### config.mk
export PLATFORM = sky130hd
export DESIGN_NAME = button_set_clock_counter_top
export DESIGN_NICKNAME = d
export VERILOG_FILES = /design/src/rtl/bscc_pkg.sv /design/src/rtl/bscc_debounce.sv /design/src/rtl/bscc_time.sv /design/src/rtl/bscc_out_buffer.sv /design/src/rtl/button_set_clock_counter_top.sv
export SDC_FILE = /design/constraint.sdc
export NUM_CORES = 1
export LEC_CHECK = 0
export BUFFER_PORTS_ARGS = -buffer_cell sky130_fd_sc_hd__buf_2
export CORE_UTILIZATION = 37
export DETAILED_ROUTE_END_ITERATION = 8
export PLACE_DENSITY = 0.67
export SYNTH_ARGS = -nofsm -noshare
export SYNTH_HDL_FRONTEND = slang
export SYNTH_SLANG_ARGS = --single-unit
### constraint.sdc
create_clock -name clock -period 5.5 [get_ports clock]
set_input_delay 0.825 -clock clock [delete_from_list [all_inputs] [get_ports clock]]
set_output_delay 0.825 -clock clock [all_outputs]
set_load 0.02 [all_outputs]
### src/rtl/bscc_pkg.sv
// Shared types and constants for the button-set clock counter.
package bscc_pkg;

   localparam int unsigned DEBOUNCE_WIDTH = 8;
   localparam int unsigned DELAY_WIDTH    = 16;
   localparam int unsigned CSR_DATA_WIDTH = 16;
   localparam int unsigned CSR_INDEX_WIDTH = 1;

   localparam logic [CSR_INDEX_WIDTH-1:0] CSR_DEBOUNCE_THRESHOLD = 1'd0;
   localparam logic [CSR_INDEX_WIDTH-1:0] CSR_WRITE_DELAY_TICKS  = 1'd1;

   localparam logic [DEBOUNCE_WIDTH-1:0] DEBOUNCE_THRESHOLD_RESET = 8'd16;
   localparam logic [DELAY_WIDTH-1:0]    WRITE_DELAY_TICKS_RESET  = 16'd256;

   localparam logic [DEBOUNCE_WIDTH-1:0] DEBOUNCE_STEP = 8'd1;
   localparam logic [DELAY_WIDTH-1:0]    DELAY_STEP    = 16'd1;

   localparam logic [5:0] SECONDS_PER_MINUTE = 6'd60;
   localparam logic [3:0] DIGIT_RADIX        = 4'd10;
   localparam logic [2:0] MINUTE_TENS_RADIX  = 3'd6;
   localparam logic [1:0] HOUR_TENS_WRAP     = 2'd2;
   localparam logic [3:0] HOUR_UNITS_WRAP    = 4'd4;

   typedef struct packed {
      logic pulse_line_active;
      logic minute_button_down;
      logic hour_button_down;
   } req_type;

   typedef struct packed {
      logic [5:0] seconds_now;
      logic [3:0] minute_ones;
      logic [2:0] minute_tens_digit;
      logic [3:0] hour_ones;
      logic [1:0] hour_tens_digit;
      logic       rtc_write_pulse;
   } rsp_type;

   // Per-request actions handed from the input side to the time counter.
   typedef struct packed {
      logic clear;
      logic minute_press;
      logic hour_press;
      logic second_edge;
   } ctl_type;

endpackage

### src/rtl/bscc_debounce.sv
// Saturating up/down debounce counter with a press flag.
module bscc_debounce (
   input  logic                                 clock,
   input  logic                                 reset,
   input  logic                                 enable,
   input  logic                                 down,
   input  logic [bscc_pkg::DEBOUNCE_WIDTH-1:0]  threshold,
   output logic                                 fresh,
   output logic                                 held_in
);

   logic [bscc_pkg::DEBOUNCE_WIDTH-1:0] count_ff;
   logic [bscc_pkg::DEBOUNCE_WIDTH-1:0] count_in;
   logic                                held_ff;

   always_comb begin
      count_in = count_ff;
      held_in  = held_ff;
      fresh    = 1'b0;
      if (down) begin
         if (count_ff < threshold) begin
            count_in = count_ff + bscc_pkg::DEBOUNCE_STEP;
         end
         if ((count_in == threshold) && !held_ff) begin
            fresh   = 1'b1;
            held_in = 1'b1;
         end
      end else begin
         if (count_ff != '0) begin
            count_in = count_ff - bscc_pkg::DEBOUNCE_STEP;
         end
         if (count_in == '0) begin
            held_in = 1'b0;
         end
      end
   end

   always_ff @(posedge clock) begin
      if (reset) begin
         count_ff <= '0;
         held_ff  <= 1'b0;
      end else if (enable) begin
         count_ff <= count_in;
         held_ff  <= held_in;
      end
   end

endmodule

### src/rtl/bscc_time.sv
// BCD time counter with set actions, carries and the RTC write delay.
module bscc_time (
   input  logic                               clock,
   input  logic                               reset,
   input  logic                               enable,
   input  bscc_pkg::ctl_type                  ctl,
   input  logic [bscc_pkg::DELAY_WIDTH-1:0]   write_delay_ticks,
   output bscc_pkg::rsp_type                  result
);

   logic [5:0] second_ff, second_in;
   logic [3:0] minute_units_ff, minute_units_in;
   logic [2:0] minute_tens_ff, minute_tens_in;
   logic [3:0] hour_units_ff, hour_units_in;
   logic [1:0] hour_tens_ff, hour_tens_in;
   logic [bscc_pkg::DELAY_WIDTH-1:0] delay_ff, delay_in, delay_load;
   logic write_pulse;

   always_comb begin
      second_in       = second_ff;
      minute_units_in = minute_units_ff;
      minute_tens_in  = minute_tens_ff;
      hour_units_in   = hour_units_ff;
      hour_tens_in    = hour_tens_ff;
      delay_load      = delay_ff;

      if (ctl.clear) begin
         second_in       = '0;
         minute_units_in = '0;
         minute_tens_in  = '0;
         hour_units_in   = '0;
         hour_tens_in    = '0;
         delay_load      = write_delay_ticks;
      end else if (ctl.minute_press) begin
         minute_units_in = minute_units_ff + 4'd1;
         second_in       = '0;
         delay_load      = write_delay_ticks;
      end else if (ctl.hour_press) begin
         hour_units_in = hour_units_ff + 4'd1;
         delay_load    = write_delay_ticks;
      end else if (ctl.second_edge) begin
         second_in = second_ff + 6'd1;
      end

      if (second_in >= bscc_pkg::SECONDS_PER_MINUTE) begin
         second_in       = '0;
         minute_units_in = minute_units_in + 4'd1;
      end
      if (minute_units_in >= bscc_pkg::DIGIT_RADIX) begin
         minute_units_in = '0;
         minute_tens_in  = minute_tens_in + 3'd1;
      end
      if (minute_tens_in >= bscc_pkg::MINUTE_TENS_RADIX) begin
         minute_tens_in = '0;
         hour_units_in  = hour_units_in + 4'd1;
      end
      if (hour_units_in >= bscc_pkg::DIGIT_RADIX) begin
         hour_units_in = '0;
         hour_tens_in  = hour_tens_in + 2'd1;
      end
      if ((hour_tens_in >= bscc_pkg::HOUR_TENS_WRAP) &&
          (hour_units_in >= bscc_pkg::HOUR_UNITS_WRAP)) begin
         hour_units_in = '0;
         hour_tens_in  = '0;
      end

      delay_in    = delay_load;
      write_pulse = 1'b0;
      if (delay_load != '0) begin
         delay_in    = delay_load - bscc_pkg::DELAY_STEP;
         write_pulse = (delay_in == '0);
      end
   end

   always_comb begin
      result.seconds_now       = second_in;
      result.minute_ones       = minute_units_in;
      result.minute_tens_digit = minute_tens_in;
      result.hour_ones         = hour_units_in;
      result.hour_tens_digit   = hour_tens_in;
      result.rtc_write_pulse   = write_pulse;
   end

   always_ff @(posedge clock) begin
      if (reset) begin
         second_ff       <= '0;
         minute_units_ff <= '0;
         minute_tens_ff  <= '0;
         hour_units_ff   <= '0;
         hour_tens_ff    <= '0;
         delay_ff        <= '0;
      end else if (enable) begin
         second_ff       <= second_in;
         minute_units_ff <= minute_units_in;
         minute_tens_ff  <= minute_tens_in;
         hour_units_ff   <= hour_units_in;
         hour_tens_ff    <= hour_tens_in;
         delay_ff        <= delay_in;
      end
   end

endmodule

### src/rtl/bscc_out_buffer.sv
// Result register with a skid stage so requests keep flowing under a stall.
module bscc_out_buffer (
   input  logic              clock,
   input  logic              reset,
   input  logic              in_valid,
   input  bscc_pkg::rsp_type in_data,
   output logic              in_stall,
   output logic              out_valid,
   output bscc_pkg::rsp_type out_data,
   input  logic              out_stall
);

   logic              main_valid_ff;
   bscc_pkg::rsp_type main_ff;
   logic              skid_valid_ff;
   bscc_pkg::rsp_type skid_ff;
   logic              take;
   logic              accept;

   assign in_stall  = skid_valid_ff;
   assign out_valid = main_valid_ff;
   assign out_data  = main_ff;
   assign take      = main_valid_ff && !out_stall;
   assign accept    = in_valid && !skid_valid_ff;

   always_ff @(posedge clock) begin
      if (reset) begin
         main_valid_ff <= 1'b0;
         skid_valid_ff <= 1'b0;
      end else if (skid_valid_ff) begin
         if (take) begin
            main_valid_ff <= 1'b1;
            skid_valid_ff <= 1'b0;
         end
      end else if (take || !main_valid_ff) begin
         main_valid_ff <= accept;
      end else if (accept) begin
         skid_valid_ff <= 1'b1;
      end
   end

   always_ff @(posedge clock) begin
      if (skid_valid_ff) begin
         if (take) begin
            main_ff <= skid_ff;
         end
      end else if (take || !main_valid_ff) begin
         main_ff <= in_data;
      end else if (accept) begin
         skid_ff <= in_data;
      end
   end

endmodule

### src/rtl/button_set_clock_counter_top.sv
// Top level: 24-hour BCD clock counter with debounced minute/hour set buttons.
// The result of an accepted request is registered in the result buffer before rsp_data presents it.
// Throughput: one request per cycle while req_stall is low; the debounce, set and carry logic are combinational.
// A two-entry result buffer (register plus skid) keeps req_stall registered;
// req_stall rises only once both entries hold unaccepted results.
// Reset (synchronous, active high) zeroes the time, debounce and delay state,
// sets the previous pulse level to one and loads threshold 16, write delay 256.
module button_set_clock_counter_top (
   input  logic                                   clock,
   input  logic                                   reset,
   input  logic                                   req_valid,
   output logic                                   req_stall,
   input  bscc_pkg::req_type                      req_data,
   output logic                                   rsp_valid,
   input  logic                                   rsp_stall,
   output bscc_pkg::rsp_type                      rsp_data,
   input  logic                                   csr_write_enable,
   input  logic [bscc_pkg::CSR_INDEX_WIDTH-1:0]   csr_index,
   input  logic [bscc_pkg::CSR_DATA_WIDTH-1:0]    csr_write_data
);

   logic [bscc_pkg::DEBOUNCE_WIDTH-1:0] threshold_ff;
   logic [bscc_pkg::DELAY_WIDTH-1:0]    write_delay_ff;
   logic                                pulse_level_ff;
   logic                                accept;
   logic                                minute_fresh, minute_held_in;
   logic                                hour_fresh, hour_held_in;
   bscc_pkg::ctl_type                   ctl;
   bscc_pkg::rsp_type                   result;

   assign accept = req_valid && !req_stall;

   always_ff @(posedge clock) begin
      if (reset) begin
         threshold_ff   <= bscc_pkg::DEBOUNCE_THRESHOLD_RESET;
         write_delay_ff <= bscc_pkg::WRITE_DELAY_TICKS_RESET;
      end else if (csr_write_enable) begin
         case (csr_index)
            bscc_pkg::CSR_DEBOUNCE_THRESHOLD: begin
               threshold_ff <= csr_write_data[bscc_pkg::DEBOUNCE_WIDTH-1:0];
            end
            bscc_pkg::CSR_WRITE_DELAY_TICKS: begin
               write_delay_ff <= csr_write_data[bscc_pkg::DELAY_WIDTH-1:0];
            end
            default: begin
            end
         endcase
      end
   end

   always_ff @(posedge clock) begin
      if (reset) begin
         pulse_level_ff <= 1'b1;
      end else if (accept) begin
         pulse_level_ff <= req_data.pulse_line_active;
      end
   end

   bscc_debounce u_minute_debounce (
      .clock     (clock),
      .reset     (reset),
      .enable    (accept),
      .down      (req_data.minute_button_down),
      .threshold (threshold_ff),
      .fresh     (minute_fresh),
      .held_in   (minute_held_in)
   );

   bscc_debounce u_hour_debounce (
      .clock     (clock),
      .reset     (reset),
      .enable    (accept),
      .down      (req_data.hour_button_down),
      .threshold (threshold_ff),
      .fresh     (hour_fresh),
      .held_in   (hour_held_in)
   );

   always_comb begin
      ctl.clear        = minute_held_in && hour_held_in;
      ctl.minute_press = minute_fresh;
      ctl.hour_press   = hour_fresh;
      ctl.second_edge  = req_data.pulse_line_active && !pulse_level_ff;
   end

   bscc_time u_time (
      .clock             (clock),
      .reset             (reset),
      .enable            (accept),
      .ctl               (ctl),
      .write_delay_ticks (write_delay_ff),
      .result            (result)
   );

   bscc_out_buffer u_out_buffer (
      .clock     (clock),
      .reset     (reset),
      .in_valid  (req_valid),
      .in_data   (result),
      .in_stall  (req_stall),
      .out_valid (rsp_valid),
      .out_data  (rsp_data),
      .out_stall (rsp_stall)
   );

endmodule
==> results of run 1 <==
[synthesized netlist by cell type, types with 4 or more instances]
cell type / n / share of area (%)
o22ai_1: 5 / 0.40
a311oi_1: 4 / 0.44
a211oi_1: 10 / 0.95
o31ai_1: 12 / 1.1
nand3_1: 28 / 1.8
nor4_1: 6 / 0.48
o21ai_1: 7 / 0.44
buf_1: 5 / 0.24
mux2i_1: 28 / 3.6
and2_1: 9 / 0.71
nand3b_1: 11 / 1.0
dfxtp_1: 80 / 20
nand2_1: 137 / 6.5
ha_1: 26 / 4.1
nor3b_1: 4 / 0.38
nor2b_1: 11 / 0.87
nor3_1: 41 / 2.6
o211ai_1: 7 / 0.67
o21a_1: 6 / 0.57
a31oi_1: 8 / 0.63
xor2_1: 30 / 3.3
xnor2_1: 30 / 3.3
nor2_1: 94 / 4.5
edfxtp_1: 40 / 15
inv_1: 21 / 1.0
buf_2: 10 / 0.63
and3_1: 6 / 0.48
clkbuf_1: 44 / 2.1
o21ai_0: 29 / 1.8
or3_1: 11 / 0.87
a2bb2oi_1: 5 / 0.56
a21oi_1: 77 / 4.9
mux2_2: 10 / 1.4
a21o_1: 4 / 0.38
nand2b_1: 11 / 0.87
nand4_1: 11 / 0.87
[worst min-delay path: cells and delay by family (launching register included)]
family          cells  cell delay (ns)
flops               1             0.31
simple gates        1             0.05
compound gates      1             0.05
[per-stage QoR]
| step | util, % | hold slack (ns) | std cells |
|---|---|---|---|
| CTS | 43.3 | 0.461 | 1278 |
| detailed placement | 40.4 | 0.447 | 1246 |
| global route | 44.0 | 0.494 | 1279 |
| finish | 44.0 | 0.458 | 1279 |
| global placement | 40.4 | 0.439 | 1246 |
| floorplan | - | 0.429 | 956 |
[sequential cells by signal, summed over array words and instances (netlist names), 2 cells and up]
register	count
u_time.hour_tens_ff	2
threshold_ff	8
write_delay_ff	16
u_time.minute_units_ff	4
u_out_buffer.skid_ff	20
u_time.second_ff	6
u_time.hour_units_ff	4
u_time.minute_tens_ff	3
u_time.delay_ff	16
u_hour_debounce.count_ff	8
u_minute_debounce.count_ff	8
u_out_buffer.out_data	20
[per-layer routing]
layer  wire length (microns)  vias to the layer above  part of all wire, %  track usage (%)
met2                    8780                      223                   45             28.6
met1                    9370                     3290                   48             24.4
met5                       0                        -                    0                0
met4                     352                        0                  1.8             7.01
met3                    1060                       26                  5.4             3.67
li1                        -                     3529                    -                -
[logic make-up (layout without fill, tap and decap cells)]
logic type | Yosys count | count (layout) | synth area share, %
and+or+nand+nor | 403 | 403 | 24.6
buffers and inverters | 83 | 131 | 4.16
muxes | 40 | 40 | 5.32
DFF | 120 | 120 | 35.6
adders and majority gates | 26 | 26 | 4.13
AOI/OAI and AO/OA | 222 | 222 | 19.2
xor gates and xnor gates | 62 | 62 | 7.08
[path summary, 6_finish.rpt]
kind	from	endpoint	cells after the start
min	u_time.minute_tens_ff[0]	u_time.minute_tens_ff[0]	2
min reg2reg	u_time.minute_tens_ff[0]	u_time.minute_tens_ff[0]	2
max	u_hour_debounce.count_ff[7]	u_out_buffer.out_data[1]	18
max reg2reg	u_hour_debounce.count_ff[7]	u_out_buffer.out_data[1]	18
[what timing repair did]
item,CTS,global route
endpoints found under the setup margin,1,32
pin swaps,0,3
buffers inserted,0,1
resized for setup,1,23
[where the power goes]
group | switching (uW) | internal, uW
Sequential | 113 | 1020
Combinational | 856 | 643
Clock | 428 | 714
Total | 1400 | 2380
[area by class of cell]
type,count,area (sq um),share of cell area (%)
clock buffers,18,429,4.66
clock inverters,14,173,1.87
inverters,23,86.3,0.936
multi-input cells,753,4930,53.4
flip-flops and latches,120,2800,30.4
well taps,275,344,3.73
repair buffers,76,455,4.94
==> flow_summary_export.csv, run 1 <==
group,metric,value,unit
layout,mostFrequentLayoutCells,"nand2_1, nor2_1, dfxtp_1",
yosys,synth_area,0.00788,sq mm
pwr,vdd_ir_drop_max,0.253,mV
sta,slew_violations,0,
die,start_util,37.6,%
sta,worst_pin_slew,0.992,ns
outcome,status,"completed",
setup_path,cp.arrival,5.43,ns
sta,fin_crit_sh,94.2,%
setup_path,cp_max_fo,8,
setup_path,worstPathRequired,5.75,ns
die,die_y,148,microns
sta,period_minus_slack,5.18,ns
yosys,syn_nets,1007,
clock_tree,cts_tree,"yes",
setup_path,cp_top_family,"compound AO/OA/AOI/OAI gates",
pwr,leakagePower,0.00360,uW
route,drt_iter0_drc,621,
placed_design,place_congestion,0.925,
yosys,synth_warnings,0,
setup_path,cp-start-kind,"flop",
sta,max_slew_margin,33.9,%
yosys,syn-mean-instance-area,8.25,sq um
yosys,synth_seq_cells,120,
die,die-width,148,microns
clock_tree,ctsHtreeMaxLevel,4,
clock_tree,clkSlewWorstSetupHoldPaths,0.06,ns
die,fp-row-count,53,
yosys,ys_seq_area_share,35.6,%
sta,hold_viol_final,0,
setup_path,reg2reg_slack,0.32,ns
sta,fmax,193,MHz
die,coreArea,0.0210,sq mm
hold_path,hold_path_class,"flop to flop",
yosys,synth_cells,956,
setup_path,critical_path.cell_chain,"ha_1 -> a41o_1 -> a21oi_1 -> o211ai_1 -> o21ai_0 -> nor2_1 -> a31oi_1 -> nor2_1 -> nor2_1 -> ha_1 -> nor2_1 -> mux2_4 -> nor4_4 -> nor3_2 -> nor2_1 -> a21boi_2 -> a211o_1 -> a41oi_1",
sta,skew,0.00929,ns
layout,area_delta_synth_final,17.0,%
placed_design,dp_hpwl,13700,microns
route,routed-via-count,7068,
global_route,grt_max_degree,44,
layout,drive_above_1_share,15.9,%
setup_path,cp_common_cell,"nor2_1",
route,ant_nets,0,
clock_tree,ctsLongestPathBuffers,2,
global_route,grt_overflow,0,
layout,finish.instance_area,0.00922,sq mm
global_route,antenna_found_initial,0,
layout,final_common_cell,"nand2_1",
clock_tree,cts_inserted_buffers,17,
global_route,grtUsageTotal,18.2,%
setup_path,end_kind,"flop",
flow_run,drv_cap,0,
sta,setup_slack,0.320,ns
placed_design,dpl_worst_slack,0.00438,ns
route,post-route-drc-count,0,
pwr,power,3770,uW
clock_tree,cts_hold_buf,0,
route,wl_per_cell,15.3,microns
setup_path,cpMaxStageDelayCell,"dfxtp_1",
pwr,power_density,409,mW/mm^2
route,via_per_inst,5.53,
clock_tree,clk_latency,0.43,ns
placed_design,io_buffers,46,
sta,fin_setup_tns,0,ns
route,first_pass_iters,5,
layout,diodes,0,
setup_path,crit_buf_inv,0,
global_route,grt_pass1_wl,32000,microns
die,io-pin-count,47,
placed_design,placed_cell_area,0.00847,sq mm
clock_tree,clock-sinks,120,
global_route,grt_pass1_vias,6530,
yosys,async_flop_share,0,%
clock_tree,cts_root_buf,"clkbuf_16",
yosys,synth-edff-count,40,
setup_path,crit_type,"flop to flop",
setup_path,slowest_delay,0.53,ns
route,totalWireLength,19600,microns
layout,fillers,2100,
sta,setup_viol,0,
yosys,ys.flop_type,"dfxtp_1",
yosys,yosysUniqueCellTypes,88,
layout,nets,1042,
die,dieArea,0.0219,sq mm
(Power assumes the default switching activity.)
==> run 2: changes to the inputs <==
--- a/config.mk
+++ b/config.mk
@@ -8,6 +8,7 @@
 export BUFFER_PORTS_ARGS = -buffer_cell sky130_fd_sc_hd__buf_2
 export CORE_UTILIZATION = 37
 export DETAILED_ROUTE_END_ITERATION = 8
+export GPL_TIMING_DRIVEN = 0
 export PLACE_DENSITY = 0.67
 export SYNTH_ARGS = -nofsm -noshare
 export SYNTH_HDL_FRONTEND = slang
==> run 2 against run 1 <==
  * Clock skew hardly changed
  * Setup slack got worse by 0.094 ns
  * Combinational power grew 15%
  * Cell count is 3.8% higher
  * Fmax fell by 1.8%
  * Critical path depth grew 5
  * Sequential power is essentially flat
  * Cell area is 3.9% higher
==> flow_summary_export.csv, run 2 (same netlist as run 1, synthesis figures left out) <==
group,metric,value,unit
placed_design,dpl_worst_slack,-1.17,ns
setup_path,cp.depth,23,
clock_tree,clk_latency,0.43,ns
route,routed-via-count,7364,
global_route,grt_max_degree,21,
sta,fmax,190,MHz
sta,slew_violations,0,
global_route,grt_overflow,0,
global_route,grt_pass1_wl,34600,microns
clock_tree,ctsLongestPathBuffers,2,
sta,fin_setup_tns,0,ns
layout,mostFrequentLayoutCells,"nand2_1, nor2_1, a21oi_1, dfxtp_1, buf_2",
route,totalWireLength,21900,microns
layout,drive_above_1_share,17.7,%
setup_path,crit_type,"flop to flop",
layout,nets,1090,
setup_path,cp_top_family,"compound AO/OA/AOI/OAI gates",
setup_path,cp-start-kind,"flop",
placed_design,place_congestion,0.882,
setup_path,rr_startpoint,"threshold_ff[2]",
die,io-pin-count,47,
route,via_per_inst,5.55,
setup_path,cp_max_fo,6,
setup_path,cp-endpoint,"u_out_buffer.out_data[0]",
layout,area_delta_synth_final,21.5,%
route,wl_per_cell,16.5,microns
pwr,power,3900,uW
sta,fin_crit_sh,95.9,%
route,post-route-drc-count,0,
sta,period_minus_slack,5.27,ns
route,drt_iter0_drc,614,
sta,worst_pin_slew,0.927,ns
setup_path,r2r-end,"u_out_buffer.out_data[0]",
pwr,leakagePower,0.00370,uW
setup_path,slowest_delay,0.52,ns
sta,setup_slack,0.225,ns
pwr,power_density,408,mW/mm^2
clock_tree,cts_inserted_buffers,17,
layout,final_common_cell,"nand2_1",
die,start_util,37.6,%
global_route,grtUsageTotal,20.1,%
outcome,status,"completed",
setup_path,reg2reg_slack,0.23,ns
placed_design,io_buffers,43,
clock_tree,cts_root_buf,"clkbuf_16",
clock_tree,ctsHtreeMaxLevel,4,
clock_tree,cts_tree,"yes",
global_route,antenna_found_initial,0,
setup_path,crit_buf_inv,3,
placed_design,dp_hpwl,15400,microns
hold_path,hold_path_class,"flop to flop",
route,first_pass_iters,7,
die,fp-row-count,53,
die,dieArea,0.0219,sq mm
flow_run,drv_cap,0,
die,coreArea,0.0210,sq mm
layout,diodes,0,
die,die_y,148,microns
setup_path,rr_worst_depth,23,
setup_path,cp_common_cell,"mux2i_4",
placed_design,placed_cell_area,0.00847,sq mm
setup_path,cpMaxStageDelayCell,"dfxtp_1",
sta,hold_viol_final,0,
sta,setup_viol,0,
setup_path,cp-startpoint,"threshold_ff[2]",
setup_path,cp.arrival,5.53,ns
route,ant_nets,0,
die,die-width,148,microns
pwr,vdd_ir_drop_max,0.261,mV
setup_path,worstPathRequired,5.75,ns
clock_tree,clock-sinks,120,
setup_path,end_kind,"flop",
sta,skew,0.00955,ns
clock_tree,clkSlewWorstSetupHoldPaths,0.06,ns
layout,finish.instance_area,0.00958,sq mm
global_route,grt_pass1_vias,6614,
sta,max_slew_margin,38.2,%
setup_path,critical_path.cell_chain,"inv_1 -> ha_1 -> o21a_1 -> nor2_2 -> o31ai_4 -> o2111a_2 -> o21ai_4 -> a2bb2oi_4 -> nand2_2 -> a21oi_4 -> buf_8 -> mux2i_4 -> ha_4 -> nand2_1 -> or3_4 -> nor3_4 -> mux2i_4 -> buf_12 -> nor3_1 -> xor2_1 -> mux2i_1 -> nand3_2 -> o31ai_2",
## run 2: worst min-delay path by stage
stage	startpoint	endpoint	slack, ns	cells after the start
global placement	u_time.minute_tens_ff[0]	u_time.minute_tens_ff[0]	0.44	2
detailed placement	u_time.minute_tens_ff[0]	u_time.minute_tens_ff[0]	0.45	2
CTS	u_time.minute_tens_ff[0]	u_time.minute_tens_ff[0]	0.46	2
floorplan	pulse_level_ff	pulse_level_ff	0.43	2
finish	u_time.minute_tens_ff[0]	u_time.minute_tens_ff[0]	0.46	2
global route	u_time.minute_tens_ff[0]	u_time.minute_tens_ff[0]	0.48	2
## run 2: area by class of cell
cell class,count,area [sq um]
well taps,275,344
plain buffers,57,249
fillers,2073,11400
repair buffers,67,415
flip-flops and latches,120,2820
inverters,23,86.3
multi-input cells,753,5120
clock inverters,15,129
clock buffers,17,425
## run 2: worst reg2reg max path, cell delays in order, from the launching register on
cell	delay, ns
dfxtp_1	0.52
inv_1	0.16
ha_1	0.32
o21a_1	0.19
nor2_2	0.22
o31ai_4	0.14
o2111a_2	0.31
o21ai_4	0.20
a2bb2oi_4	0.28
nand2_2	0.11
a21oi_4	0.21
buf_8	0.15
mux2i_4	0.27
ha_4	0.19
nand2_1	0.09
or3_4	0.36
nor3_4	0.21
mux2i_4	0.14
buf_12	0.15
nor3_1	0.20
xor2_1	0.09
mux2i_1	0.24
nand3_2	0.15
o31ai_2	0.21
## run 2: metrics by stage
step	std cells	utilization, %	hold slack, ns
6_report	1327	45.7	0.456
5_1_grt	1327	45.7	0.480
4_1_cts	1313	44.0	0.455
3_5_place_dp	1275	40.4	0.447
3_3_place_gp	1274	40.4	0.438
2_1_floorplan	956	-	0.429
## run 2: what timing repair did
item | in CTS | in global routing
gates resized for setup | 28 | 54
hold buffers | 0 | 0
setup buffers | 8 | 15
pin swaps | 5 | 19
setup endpoints to repair | 45 | 43
## run 2: power by group
part	total, uW	internal [uW]	switching [uW]
Combinational	1720	753	966
Clock	1050	620	432
Sequential	1130	1020	115
Total	3900	2390	1510
## run 2: metal layers
layer  vias up  wire length [microns]  global-route usage [%]
met5         -                      0                       0
met4         0                    656                    8.56
met1      3419                  10100                    28.0
li1       3623                      -                       -
met3        54                   1400                    3.73
met2       268                   9720                    30.1
